File: src/hw/rtl/srlc_pkg.sv
`timescale 1ns / 1ps
`default_nettype none

package srlc_pkg;

  localparam int unsigned VALUE_W    = 32;
  localparam int unsigned POSITION_W = 4;
  localparam int unsigned COUNT_W    = 5;

  // Command codes carried in the opcode field of a command beat.
  typedef enum logic [1:0] {
    OP_INSERT = 2'd0,
    OP_NEXT   = 2'd1,
    OP_PREV   = 2'd2,
    OP_NOP    = 2'd3
  } srlc_op_t;

  typedef enum logic {
    ST_IDLE  = 1'b0,
    ST_REPLY = 1'b1
  } srlc_state_t;

  // Broadcast from the controller to every cell.
  typedef struct packed {
    logic                       insert_en;
    logic signed [VALUE_W-1:0]  value;
  } srlc_bcast_t;

  // What a cell hands to its upper neighbour.
  typedef struct packed {
    logic signed [VALUE_W-1:0]  entry;
    logic                       le;
  } srlc_link_t;

endpackage

`default_nettype wire

File: src/hw/rtl/srlc_cmd_if.sv
`timescale 1ns / 1ps
`default_nettype none

interface srlc_cmd_if;
  import srlc_pkg::*;

  logic                       valid;
  logic                       ready;
  logic [1:0]                 opcode;
  logic signed [VALUE_W-1:0]  value;

  modport source (output valid, output opcode, output value, input ready);
  modport sink   (input valid, input opcode, input value, output ready);
endinterface

`default_nettype wire

File: src/hw/rtl/srlc_rsp_if.sv
`timescale 1ns / 1ps
`default_nettype none

interface srlc_rsp_if;
  import srlc_pkg::*;

  logic                       valid;
  logic                       ready;
  logic signed [VALUE_W-1:0]  cursor_value;
  logic [POSITION_W-1:0]      cursor_position;
  logic                       list_empty;
  logic                       insert_dropped;
  logic [COUNT_W-1:0]         entry_count;

  modport source (output valid, output cursor_value, output cursor_position,
                  output list_empty, output insert_dropped, output entry_count,
                  input ready);
  modport sink   (input valid, input cursor_value, input cursor_position,
                  input list_empty, input insert_dropped, input entry_count,
                  output ready);
endinterface

`default_nettype wire

File: src/hw/rtl/sorted_ring_list_with_cursor.sv
`timescale 1ns / 1ps
`default_nettype none

// Channel | Dir | Beat contents
// --------+-----+--------------------------------------------------------------
// cmd     | in  | opcode (insert, next, previous, no-op), signed 32-bit value
// rsp     | out | cursor value, cursor position, empty, dropped, entry count
//
// A command beat updates the cells, the fill count and the cursor at its accepting
// edge; the response is then gathered into the output register once it is free,
// and a command can be taken every cycle while responses drain.
// Reset clears the fill count, the cursor and the handshake state but not the cells,
// as entries above the fill count are never read. A stalled response holds its beat;
// one more command may be taken while it waits, then the chain stalls until it frees.

module sorted_ring_list_with_cursor #(
  parameter int unsigned CAPACITY = 16
) (
  input  logic             clk,
  input  logic             rst,
  srlc_cmd_if.sink         cmd,
  srlc_rsp_if.source       rsp
);
  import srlc_pkg::*;

  localparam int unsigned IW = $clog2(CAPACITY);
  localparam int unsigned CW = $clog2(CAPACITY + 1);

  srlc_state_t state, state_next;

  logic [CW-1:0]  count, count_next;
  logic [IW-1:0]  cursor, cursor_next;
  logic           dropped;

  logic                       rsp_valid;
  logic signed [VALUE_W-1:0]  rsp_value;
  logic [POSITION_W-1:0]      rsp_position;
  logic                       rsp_empty;
  logic                       rsp_dropped;
  logic [COUNT_W-1:0]         rsp_count;

  logic accept;
  logic load;
  logic is_full;
  logic is_insert;

  srlc_bcast_t                bcast;
  srlc_link_t                 links [CAPACITY+1];
  logic [CAPACITY-1:0]        occupied;
  logic [CAPACITY-1:0]        place;

  logic [IW-1:0]              insert_pos;
  logic signed [VALUE_W-1:0]  gathered;

  // Handshake: the result register frees up when it is empty or being taken.
  assign load      = !rsp_valid || rsp.ready;
  assign accept    = cmd.valid && cmd.ready;
  assign is_full   = (count == CW'(CAPACITY));
  assign is_insert = (cmd.opcode == OP_INSERT);

  // The chain of cells. Cell zero sees a virtual lower neighbour that always
  // compares as less or equal, so an insert below every entry lands there.
  assign links[0] = '{entry: '0, le: 1'b1};
  assign bcast    = '{insert_en: accept && is_insert && !is_full, value: cmd.value};

  for (genvar i = 0; i < CAPACITY; i++) begin : g_cell
    assign occupied[i] = (CW'(i) < count);

    srlc_cell u_cell (
      .clk      (clk),
      .bcast    (bcast),
      .occupied (occupied[i]),
      .prev     (links[i]),
      .link     (links[i+1]),
      .place    (place[i])
    );
  end

  // Index of the cell that takes the new value: the place bits are one-hot
  // whenever the list has room.
  always_comb begin
    insert_pos = '0;
    for (int i = 0; i < CAPACITY; i++) begin
      if (place[i]) begin
        insert_pos = insert_pos | IW'(i);
      end
    end
  end

  // Entry under the cursor, read from the registered cells.
  always_comb begin
    gathered = '0;
    for (int i = 0; i < CAPACITY; i++) begin
      if (IW'(i) == cursor) begin
        gathered = gathered | links[i+1].entry;
      end
    end
  end

  // Fill count and cursor follow the command at the accepting edge.
  always_comb begin
    count_next  = count;
    cursor_next = cursor;
    if (accept) begin
      unique case (srlc_op_t'(cmd.opcode))
        OP_INSERT: begin
          if (!is_full) begin
            count_next  = count + CW'(1);
            cursor_next = insert_pos;
          end
        end
        OP_NEXT: begin
          if (count != '0) begin
            cursor_next = ((CW'(cursor) + CW'(1)) >= count) ? '0 : cursor + IW'(1);
          end
        end
        OP_PREV: begin
          if (count != '0) begin
            cursor_next = (cursor == '0) ? IW'(count - CW'(1)) : cursor - IW'(1);
          end
        end
        OP_NOP: begin
          cursor_next = cursor;
        end
        default: begin
          cursor_next = cursor;
        end
      endcase
    end
  end

  // Next state.
  always_comb begin
    state_next = state;
    unique case (state)
      ST_IDLE: begin
        if (accept) state_next = ST_REPLY;
      end
      ST_REPLY: begin
        if (load) state_next = accept ? ST_REPLY : ST_IDLE;
      end
      default: begin
        state_next = ST_IDLE;
      end
    endcase
  end

  // Outputs of the state machine: a command is taken when idle, or in the
  // same cycle that the pending response moves into the output register.
  always_comb begin
    unique case (state)
      ST_IDLE:  cmd.ready = 1'b1;
      ST_REPLY: cmd.ready = load;
      default:  cmd.ready = 1'b0;
    endcase
  end

  always_ff @(posedge clk) begin
    if (rst) begin
      state     <= ST_IDLE;
      count     <= '0;
      cursor    <= '0;
      rsp_valid <= 1'b0;
    end else begin
      state  <= state_next;
      count  <= count_next;
      cursor <= cursor_next;
      if (state == ST_REPLY && load) begin
        rsp_valid <= 1'b1;
      end else if (rsp.ready) begin
        rsp_valid <= 1'b0;
      end
    end
  end

  // Per-command flag carried from the accepting edge to the response.
  always_ff @(posedge clk) begin
    if (accept) begin
      dropped <= is_insert && is_full;
    end
  end

  // Response payload, built from the state the command left behind.
  always_ff @(posedge clk) begin
    if (state == ST_REPLY && load) begin
      rsp_empty    <= (count == '0);
      rsp_value    <= (count == '0) ? '0 : gathered;
      rsp_position <= (count == '0) ? '0 : POSITION_W'(cursor);
      rsp_dropped  <= dropped;
      rsp_count    <= COUNT_W'(count);
    end
  end

  assign rsp.valid           = rsp_valid;
  assign rsp.cursor_value    = rsp_value;
  assign rsp.cursor_position = rsp_position;
  assign rsp.list_empty      = rsp_empty;
  assign rsp.insert_dropped  = rsp_dropped;
  assign rsp.entry_count     = rsp_count;

endmodule

`default_nettype wire

File: src/hw/rtl/srlc_cell.sv
`timescale 1ns / 1ps
`default_nettype none

module srlc_cell (
  input  logic                 clk,
  input  srlc_pkg::srlc_bcast_t bcast,
  input  logic                 occupied,
  input  srlc_pkg::srlc_link_t prev,
  output srlc_pkg::srlc_link_t link,
  output logic                 place
);
  import srlc_pkg::*;

  logic signed [VALUE_W-1:0] entry;
  logic                      le;

  // The list is ascending, so the le bits form a prefix along the chain and
  // the new value lands in the first cell whose entry is greater or that is empty.
  always_comb begin
    le    = occupied && (entry <= bcast.value);
    place = !le && prev.le;
    link  = '{entry: entry, le: le};
  end

  always_ff @(posedge clk) begin
    if (bcast.insert_en && !le) begin
      entry <= prev.le ? bcast.value : prev.entry;
    end
  end

endmodule

`default_nettype wire

File: src/flat_wrapper.sv
// flat-port wrapper written by rule: the top's interface ports become plain ports
module sorted_ring_list_with_cursor_flat import srlc_pkg::*;
#(
  parameter int unsigned CAPACITY = 16
)
  (clk, rst, cmd_valid, cmd_opcode, cmd_value, cmd_ready, rsp_valid, rsp_cursor_value, rsp_cursor_position, rsp_list_empty, rsp_insert_dropped, rsp_entry_count, rsp_ready);
  srlc_cmd_if cmd_i ();
  srlc_rsp_if rsp_i ();
  input  logic clk;
  input  logic rst;
  input wire logic [$bits(cmd_i.valid)-1:0] cmd_valid;
  input wire logic [$bits(cmd_i.opcode)-1:0] cmd_opcode;
  input wire logic [$bits(cmd_i.value)-1:0] cmd_value;
  output wire logic [$bits(cmd_i.ready)-1:0] cmd_ready;
  output wire logic [$bits(rsp_i.valid)-1:0] rsp_valid;
  output wire logic [$bits(rsp_i.cursor_value)-1:0] rsp_cursor_value;
  output wire logic [$bits(rsp_i.cursor_position)-1:0] rsp_cursor_position;
  output wire logic [$bits(rsp_i.list_empty)-1:0] rsp_list_empty;
  output wire logic [$bits(rsp_i.insert_dropped)-1:0] rsp_insert_dropped;
  output wire logic [$bits(rsp_i.entry_count)-1:0] rsp_entry_count;
  input wire logic [$bits(rsp_i.ready)-1:0] rsp_ready;
  assign cmd_i.valid = cmd_valid;
  assign cmd_i.opcode = cmd_opcode;
  assign cmd_i.value = cmd_value;
  assign cmd_ready = cmd_i.ready;
  assign rsp_valid = rsp_i.valid;
  assign rsp_cursor_value = rsp_i.cursor_value;
  assign rsp_cursor_position = rsp_i.cursor_position;
  assign rsp_list_empty = rsp_i.list_empty;
  assign rsp_insert_dropped = rsp_i.insert_dropped;
  assign rsp_entry_count = rsp_i.entry_count;
  assign rsp_i.ready = rsp_ready;
  sorted_ring_list_with_cursor #(.CAPACITY(CAPACITY)) u_core (.clk(clk), .rst(rst), .cmd(cmd_i), .rsp(rsp_i));
endmodule
File: config.mk
export PLATFORM = sky130hd
export DESIGN_NAME = sorted_ring_list_with_cursor_flat
export DESIGN_NICKNAME = d
export VERILOG_FILES = /design/src/hw/rtl/srlc_pkg.sv /design/src/hw/rtl/srlc_cmd_if.sv /design/src/hw/rtl/srlc_rsp_if.sv /design/src/hw/rtl/sorted_ring_list_with_cursor.sv /design/src/hw/rtl/srlc_cell.sv /design/src/flat_wrapper.sv
export SDC_FILE = /design/constraint.sdc
export NUM_CORES = 2
export LEC_CHECK = 0
export BUFFER_PORTS_ARGS = -buffer_cell sky130_fd_sc_hd__buf_2
export CORE_MARGIN = 1.5
export CORE_UTILIZATION = 58
export CTS_CLUSTER_SIZE = 14
export DETAILED_ROUTE_END_ITERATION = 7
export PLACE_DENSITY_LB_ADDON = 0.2
export SLEW_MARGIN = 40
export SYNTH_ARGS = -nofsm -noshare
export SYNTH_HDL_FRONTEND = slang
export SYNTH_SLANG_ARGS = --single-unit
File: constraint.sdc
create_clock -name clk -period 6 [get_ports clk]
set_input_delay 0.6 -clock clk [delete_from_list [all_inputs] [get_ports clk]]
set_output_delay 0.6 -clock clk [all_outputs]
set_load 0.02 [all_outputs]
* After elaboration in Yosys (flattened, before gate mapping)
Index checks and enable logic that the tools add are counted.
** Cells by class
- Add/sub/neg operators :: 5
- Magnitude comparators :: 33
- Equal/unequal tests :: 22
- Muxes and demuxes :: 58
- Bitwise gates (word level) :: 18
- Reductions and logical operators :: 78
** Operators by type and width (count)
- 32-bit two-way mux :: 31
- 32-bit <= comparator :: 16
- 32-bit bitwise OR :: 15
- 1-bit logical AND :: 52
- 4-bit two-way mux :: 13
- 4-bit by 5-bit less-than comparator with 1-bit output, first input constant :: 8
- 4-bit equality test, first input constant :: 8
- 3-bit by 5-bit less-than comparator with 1-bit output, first input constant :: 4
- 1-bit logical NOT :: 18
- 3-bit by 4-bit equality test with 1-bit output, first input constant :: 4
- 3-bit two-way mux :: 4
- 4-bit one-hot mux with 3 select lines :: 1
- 1-bit by 5-bit less-than comparator with 1-bit output, first input constant :: 2
- 2-bit by 5-bit less-than comparator with 1-bit output, first input constant :: 2
- 2-bit by 4-bit equality test with 1-bit output, first input constant :: 2
- 4-bit by 1-bit subtractor with 4-bit output, second input constant :: 2
- 4-bit by 1-bit adder with 5-bit output, second input constant :: 1
- 5-bit by 1-bit adder with 5-bit output, second input constant :: 1
- 5-bit equality test, second input constant :: 1
- 5-bit greater-or-equal comparator :: 1
- 5-bit logical NOT :: 1
- 1-bit two-way mux :: 5
- 5-bit AND reduction :: 1
- 5-bit nonzero test :: 1
- other kinds (14) :: 20
** Storage, ports and cells
- Register bits :: 567
- Logic and storage cells :: 240

* Logic depth before layout (Yosys ltp)
- Depth in word-level cells :: 32
- Depth in mapped cells :: 13

* Cells and area by module
Synthesis repeated with hierarchy kept, for this count alone.
** Second synthesis, totals
- Cells, all modules :: 3918
- Area, all modules :: 41892.7 um^2
** Modules (own cells, without submodules)
- srlc_cell (u_core.g_cell[0].u_cell ...) :: times used 15, cells each 196, area each 2227.1 um^2, sequential area each 960.9 um^2
- sorted_ring_list_with_cursor :: times used 1, cells each 782, area each 6264.8 um^2, sequential area each 1541.5 um^2
- srlc_cell (u_core.g_cell[9].u_cell) :: times used 1, cells each 196, area each 2220.9 um^2, sequential area each 960.9 um^2

* Worst setup path before layout
Ideal clock, no wire load.
- Kind :: input-to-reg
- Start point :: in cmd_value[10]
- End point :: reg u_core.g_cell[14].u_cell.entry[0] (enable)
- Library setup time :: 0.502 ns
- Arrival :: 5.606 ns
- Required time :: 5.498 ns
- Path slack :: -0.108 ns
- Cell stages on the path :: 7
- Cell sequence :: clkinv_1 -> ha_1 -> nand4_1 -> or4_1 -> o221ai_1 -> a211oi_1 -> nor4_1
** On the way
- Word-level cells in the longest chain between the ends :: 4
** Ends and longest elaborated chain
- start: declaration :: RTL line flat_wrapper.sv:13 : input wire logic [$bits(cmd_i.value)-1:0] cmd_value;
- 32-bit <= comparator :: RTL line srlc_cell.sv:20 : le = occupied && (entry <= bcast.value);
- 1-bit logical AND :: RTL line srlc_cell.sv:20
- 1-bit logical NOT :: RTL line srlc_cell.sv:26 : if (bcast.insert_en && !le) begin
- 1-bit logical AND :: RTL line srlc_cell.sv:26
- end signal: assignment :: RTL line srlc_cell.sv:27 : entry <= prev.le ? bcast.value : prev.entry;
- end: declaration :: RTL line srlc_cell.sv:14 : logic signed [VALUE_W-1:0] entry;
No other way between the ends.
A chain may end at the register's enable or synchronous reset.

* Worst setup path after layout
- Start point :: in cmd_value[31]
- End point :: reg u_core.g_cell[7].u_cell.entry[9] (enable)
** On the way
- Word-level cells in the longest chain between the ends :: 4
** Ends and longest elaborated chain (RTL line)
- 32-bit <= comparator :: srlc_cell.sv:20
- 1-bit logical AND :: srlc_cell.sv:20
- 1-bit logical NOT :: srlc_cell.sv:26
- 1-bit logical AND :: srlc_cell.sv:26
- end signal: assignment :: srlc_cell.sv:27
- end: declaration :: srlc_cell.sv:14
No other way between the ends.

==> key figures <==
Run status
  • Status: finished, violations left
  • Failing checks: DRC

Pwr
  • Logic pwr share: between 10% and 20%
  • Sw Ratio: about 28%
  • Power Internal: between 7 and 8 mW
  • Total power: approximately 10 mW
  • Net Switching: roughly 2.8 mW
  • P per Cell Area: roughly 240 nW/µm²
  • Clock power share: between 40 and 50%
  • Sequential share of power: 45.9%
  • Pleak: 16.3 nW
  • Worst vdd ir: slightly below 0.0003 V

Finish
  • Final core utilization: around 66%
  • Post-layout nets: just over 4000
  • P&R area growth vs syn: 12.1%
  • Filler Cells Inserted: 4848
  • Finished Layout Cells: 4429
  • Share of layout cells above drive strength 1: 15.7%

Timing
  • # setup viols final: 0
  • Fin. max-slew vios: 0
  • Fmax achieved: approximately 200 MHz
  • RSZ-0062 raised after global routing: no
  • Fin crit period: between 4 and 5 ns
  • Ratio of final minimum period to clock period: 81.1%
  • Setup_tns: 0 ns
  • Least-Margin Pin Slew: ~0.94 ns
  • Slew HR: ~37%
  • Skew final: ~0.024 ns
  • Hold Vio Cnt, Final: 0

Detailed routing
  • DRC viols: 2
  • Final WL: approximately 160000 µm
  • Per-cell routed wire length: between 30 and 40 µm
  • Number of routed nets with antenna violations: 0
  • Vias: 33300
  • Drt pass-1 iters: 8
  • DR iter-0 viols: between 5000 and 6000
  • Via density per instance: ~7.5

Placement
  • PortBufs: a little over 80
  • Final HPWL from detailed placement: ~110000 µm
  • Placer Congestion: between 1 and 1.5
  • Placed instance count: around 4300

Critical path
  • WP data required: between 6 and 7 ns
  • CP delay by family, top: simple AND/OR/NAND/NOR gates
  • Crit. End Element: flop
  • CP Class: in -> reg
  • Crit path arrival time: just over 5 ns
  • Crit start category: input port
  • Crit path max fanout: 28
  • Worst stage delay on the critical path: between 0.6 and 0.7 ns
  • Crit-path cells: buf_2, clkinv_1, buf_4, ha_1, nand4_1, or3_1, nor4_4, o31ai_1, nand3_1, mux2i_1, nand2_1, nor2_4, buf_12
  • Buffers & Inverters on Critical Path: 4
  • Slowest-stage cell, CP: nor4_4

Die
  • Die X: between 200 and 300 µm
  • Area of the core: approximately 63000 µm²
  • Starting Density: around three fifths
  • Die Height: around 260 µm
  • Die area: between 60000 and 70000 µm²
  • I/O Pins: 83
  • Cell Rows: 92

Synthesis
  • Mean Syn Cell Area: ~11 µm²
  • Cell area after synthesis: 37300 µm²
  • Net Count, Synth: between 3000 and 4000
  • Proportion of synthesized chip area in sequential cells: 45.4%
  • Yosys warnings: 0
  • Seq cells post-synth: ~570
  • Synth Flop Type: edfxtp_1
  • Post-synth EDFFs: ~560
  • Synth cell types: 83
  • Post-synthesis cell count: about 3400
  • Post-synth ARST share: 0%

CTS
  • CTS tree: yes
  • CTS resizes: 0
  • Number of CTS-inserted buffers: between 60 and 70
  • Htree depth: 3
  • CTS Buffer Depth: 3
  • Clock latency on the worst-skew pair: ~0.63 ns
  • Clk root buf: clkbuf_16
  • Hold_buf cts: 0
  • Total clock sinks: around 570
  • Clock transition at the registers of the reported paths: 0.05 ns
  • Postcts setup bufs: 0

GRT
  • Gr busiest metal: met2
  • Number of global-route vias before repair: roughly 31000
  • First-pass GRT wire length: about 220000 µm
  • Grt total ovfl: 0
  • Met2 GRT Util: a little under two thirds
  • M1 GR Usage: 63.4%
  • Largest net degree at the start of global routing: 66
  • Met3 Use GR: about 18%
  • Antenna violations before repair: 5
  • Gr usage total: between 40% and 50%

Min path
  • Worst Hold Class: in -> reg

Flow run
  • Max-cap violations: 0
## state kept, by name (all words and copies together), names as in the netlist, 4 cells and up
name and flops:
u_core.g_cell.u_cell.entry 512, u_core.rsp.cursor_value 32, u_core.count 5, u_core.rsp.entry_count 5, u_core.cursor 4, u_core.rsp.cursor_position 4
## cells in the final DEF (no fill, tap or decap), drive strengths merged, types with 6 or more instances in the layout
cell     instances
edfxtp         556
ha             529
nand2          423
o21ai          356
a21oi          220
buf            214
mux2           193
nand4          105
a221oi         104
a22o            95
nor2            89
clkbuf          77
a22oi           68
clkinv          67
inv             54
nand3           52
and3            39
a31oi           38
a21o            32
nor2b           26
o211ai          23
nor4            22
a211oi          20
and2            19
nor3            15
nand2b          11
dfxtp           11
a2111oi         11
a21boi          10
and4             8
xnor2            6
o21bai           6
## synthesized netlist by cell type (6+ instances only)
cell       instances  share of area (%)
nor2_1            88               0.89
nand3_1           52               0.70
mux2_1            12               0.36
nor4_1            20               0.34
clkbuf_1         114                1.1
and2_1            16               0.27
and4_1             8               0.19
a2111oi_0          9               0.21
buf_2             27               0.36
ha_1             529                 18
edfxtp_1         556                 45
nand2b_1          11               0.18
and3_1            39               0.65
o21ai_0          322                4.3
a21oi_1          220                3.0
inv_1             48               0.48
a22o_1            95                2.2
nor2b_1           26               0.44
a221oi_1         104                2.4
a21boi_0           9               0.18
nand2_1          423                4.3
buf_1             15               0.15
a21o_1            32               0.64
nor3_1            14               0.19
clkinv_1          31               0.31
a211oi_1          20               0.40
xnor2_1            6               0.14
a31oi_1           38               0.64
mux2_2           181                5.5
o21ai_1           33               0.44
nand4_1          105                1.8
o211ai_1          23               0.46
dfxtp_1           11               0.59
o21bai_1           6               0.12
a22oi_1           68                1.4
## worst min-delay path, cell delays in order
cell     delay, ns
buf_2         0.09
a21oi_1       0.04
nor2_1        0.09
## metrics by stage
| stage | instance area, µm² | setup slack [ns] | hold slack, ns |
|---|---|---|---|
| 3_5_place_dp | 39700 | 0.322 | 0.426 |
| 4_1_cts | 41800 | 0.980 | 0.243 |
| 2_1_floorplan | 37300 | 0.991 | 0.400 |
| 3_3_place_gp | 39600 | 0.463 | 0.423 |
| 5_1_grt | 41800 | 1.20 | 0.269 |
| 6_report | 41800 | 1.13 | 0.256 |
## layer usage
metal  part of all wire (%)  up-vias
li1                       -    13700
met1                     37    16000
met3                     16      665
met5                  0.034        -
met4                    7.0        8
met2                     39     2924
## final cells by class
cell class / count / area [µm²] / share of cell area, %
Inverter: 83 / 312 / 0.745
Clock buffer: 77 / 1740 / 4.15
Antenna cell: 5 / 12.5 / 0.0299
Sequential cell: 567 / 16900 / 40.5
Clock inverter: 43 / 364 / 0.871
Tap cell: 846 / 1060 / 2.53
Multi-Input combinational cell: 2594 / 19800 / 47.4
Timing Repair Buffer: 214 / 1600 / 3.84
## power by group through the flow
stage               sequential, mW  clock, mW  combinational [mW]
finish                        4.59       4.06                1.36
global route                  4.59       4.17                1.43
CTS                           4.58       4.04                1.29
detailed placement            4.66          0                1.28
global placement              4.66          0                1.23
floorplan                     4.62          0               0.733
## path summary, 6_finish.rpt
kind / end / startpoint / cells past startpoint / slack, ns
hold reg to reg: u_core.rsp.insert_dropped / u_core.dropped / 0 / 0.44
setup / recovery: u_core.g_cell[7].u_cell.entry[9] / cmd_value[31] / 13 / 1.13
setup reg to reg: u_core.g_cell[6].u_cell.entry[26] / u_core.g_cell[6].u_cell.entry[13] / 10 / 1.57
hold / removal: u_core.state / cmd_valid / 3 / 0.26
## logic make-up (layout without fill, tap and decap cells)
| logic type | count (synthesis) | count (layout) | synth area share (%) |
|---|---|---|---|
| and+or+nand+nor | 830 | 830 | 10.5 |
| AOI/OAI and AO/OA | 1032 | 1032 | 17.8 |
| other | 0 | 5 | 0 |
| buffers and inverters | 241 | 417 | 2.55 |
| muxes | 195 | 195 | 5.88 |
| xor gates and xnor gates | 8 | 8 | 0.188 |
| adders and majority gates | 529 | 529 | 17.7 |
| DFF | 567 | 567 | 45.4 |
Power figures use the tool's default switching activity.
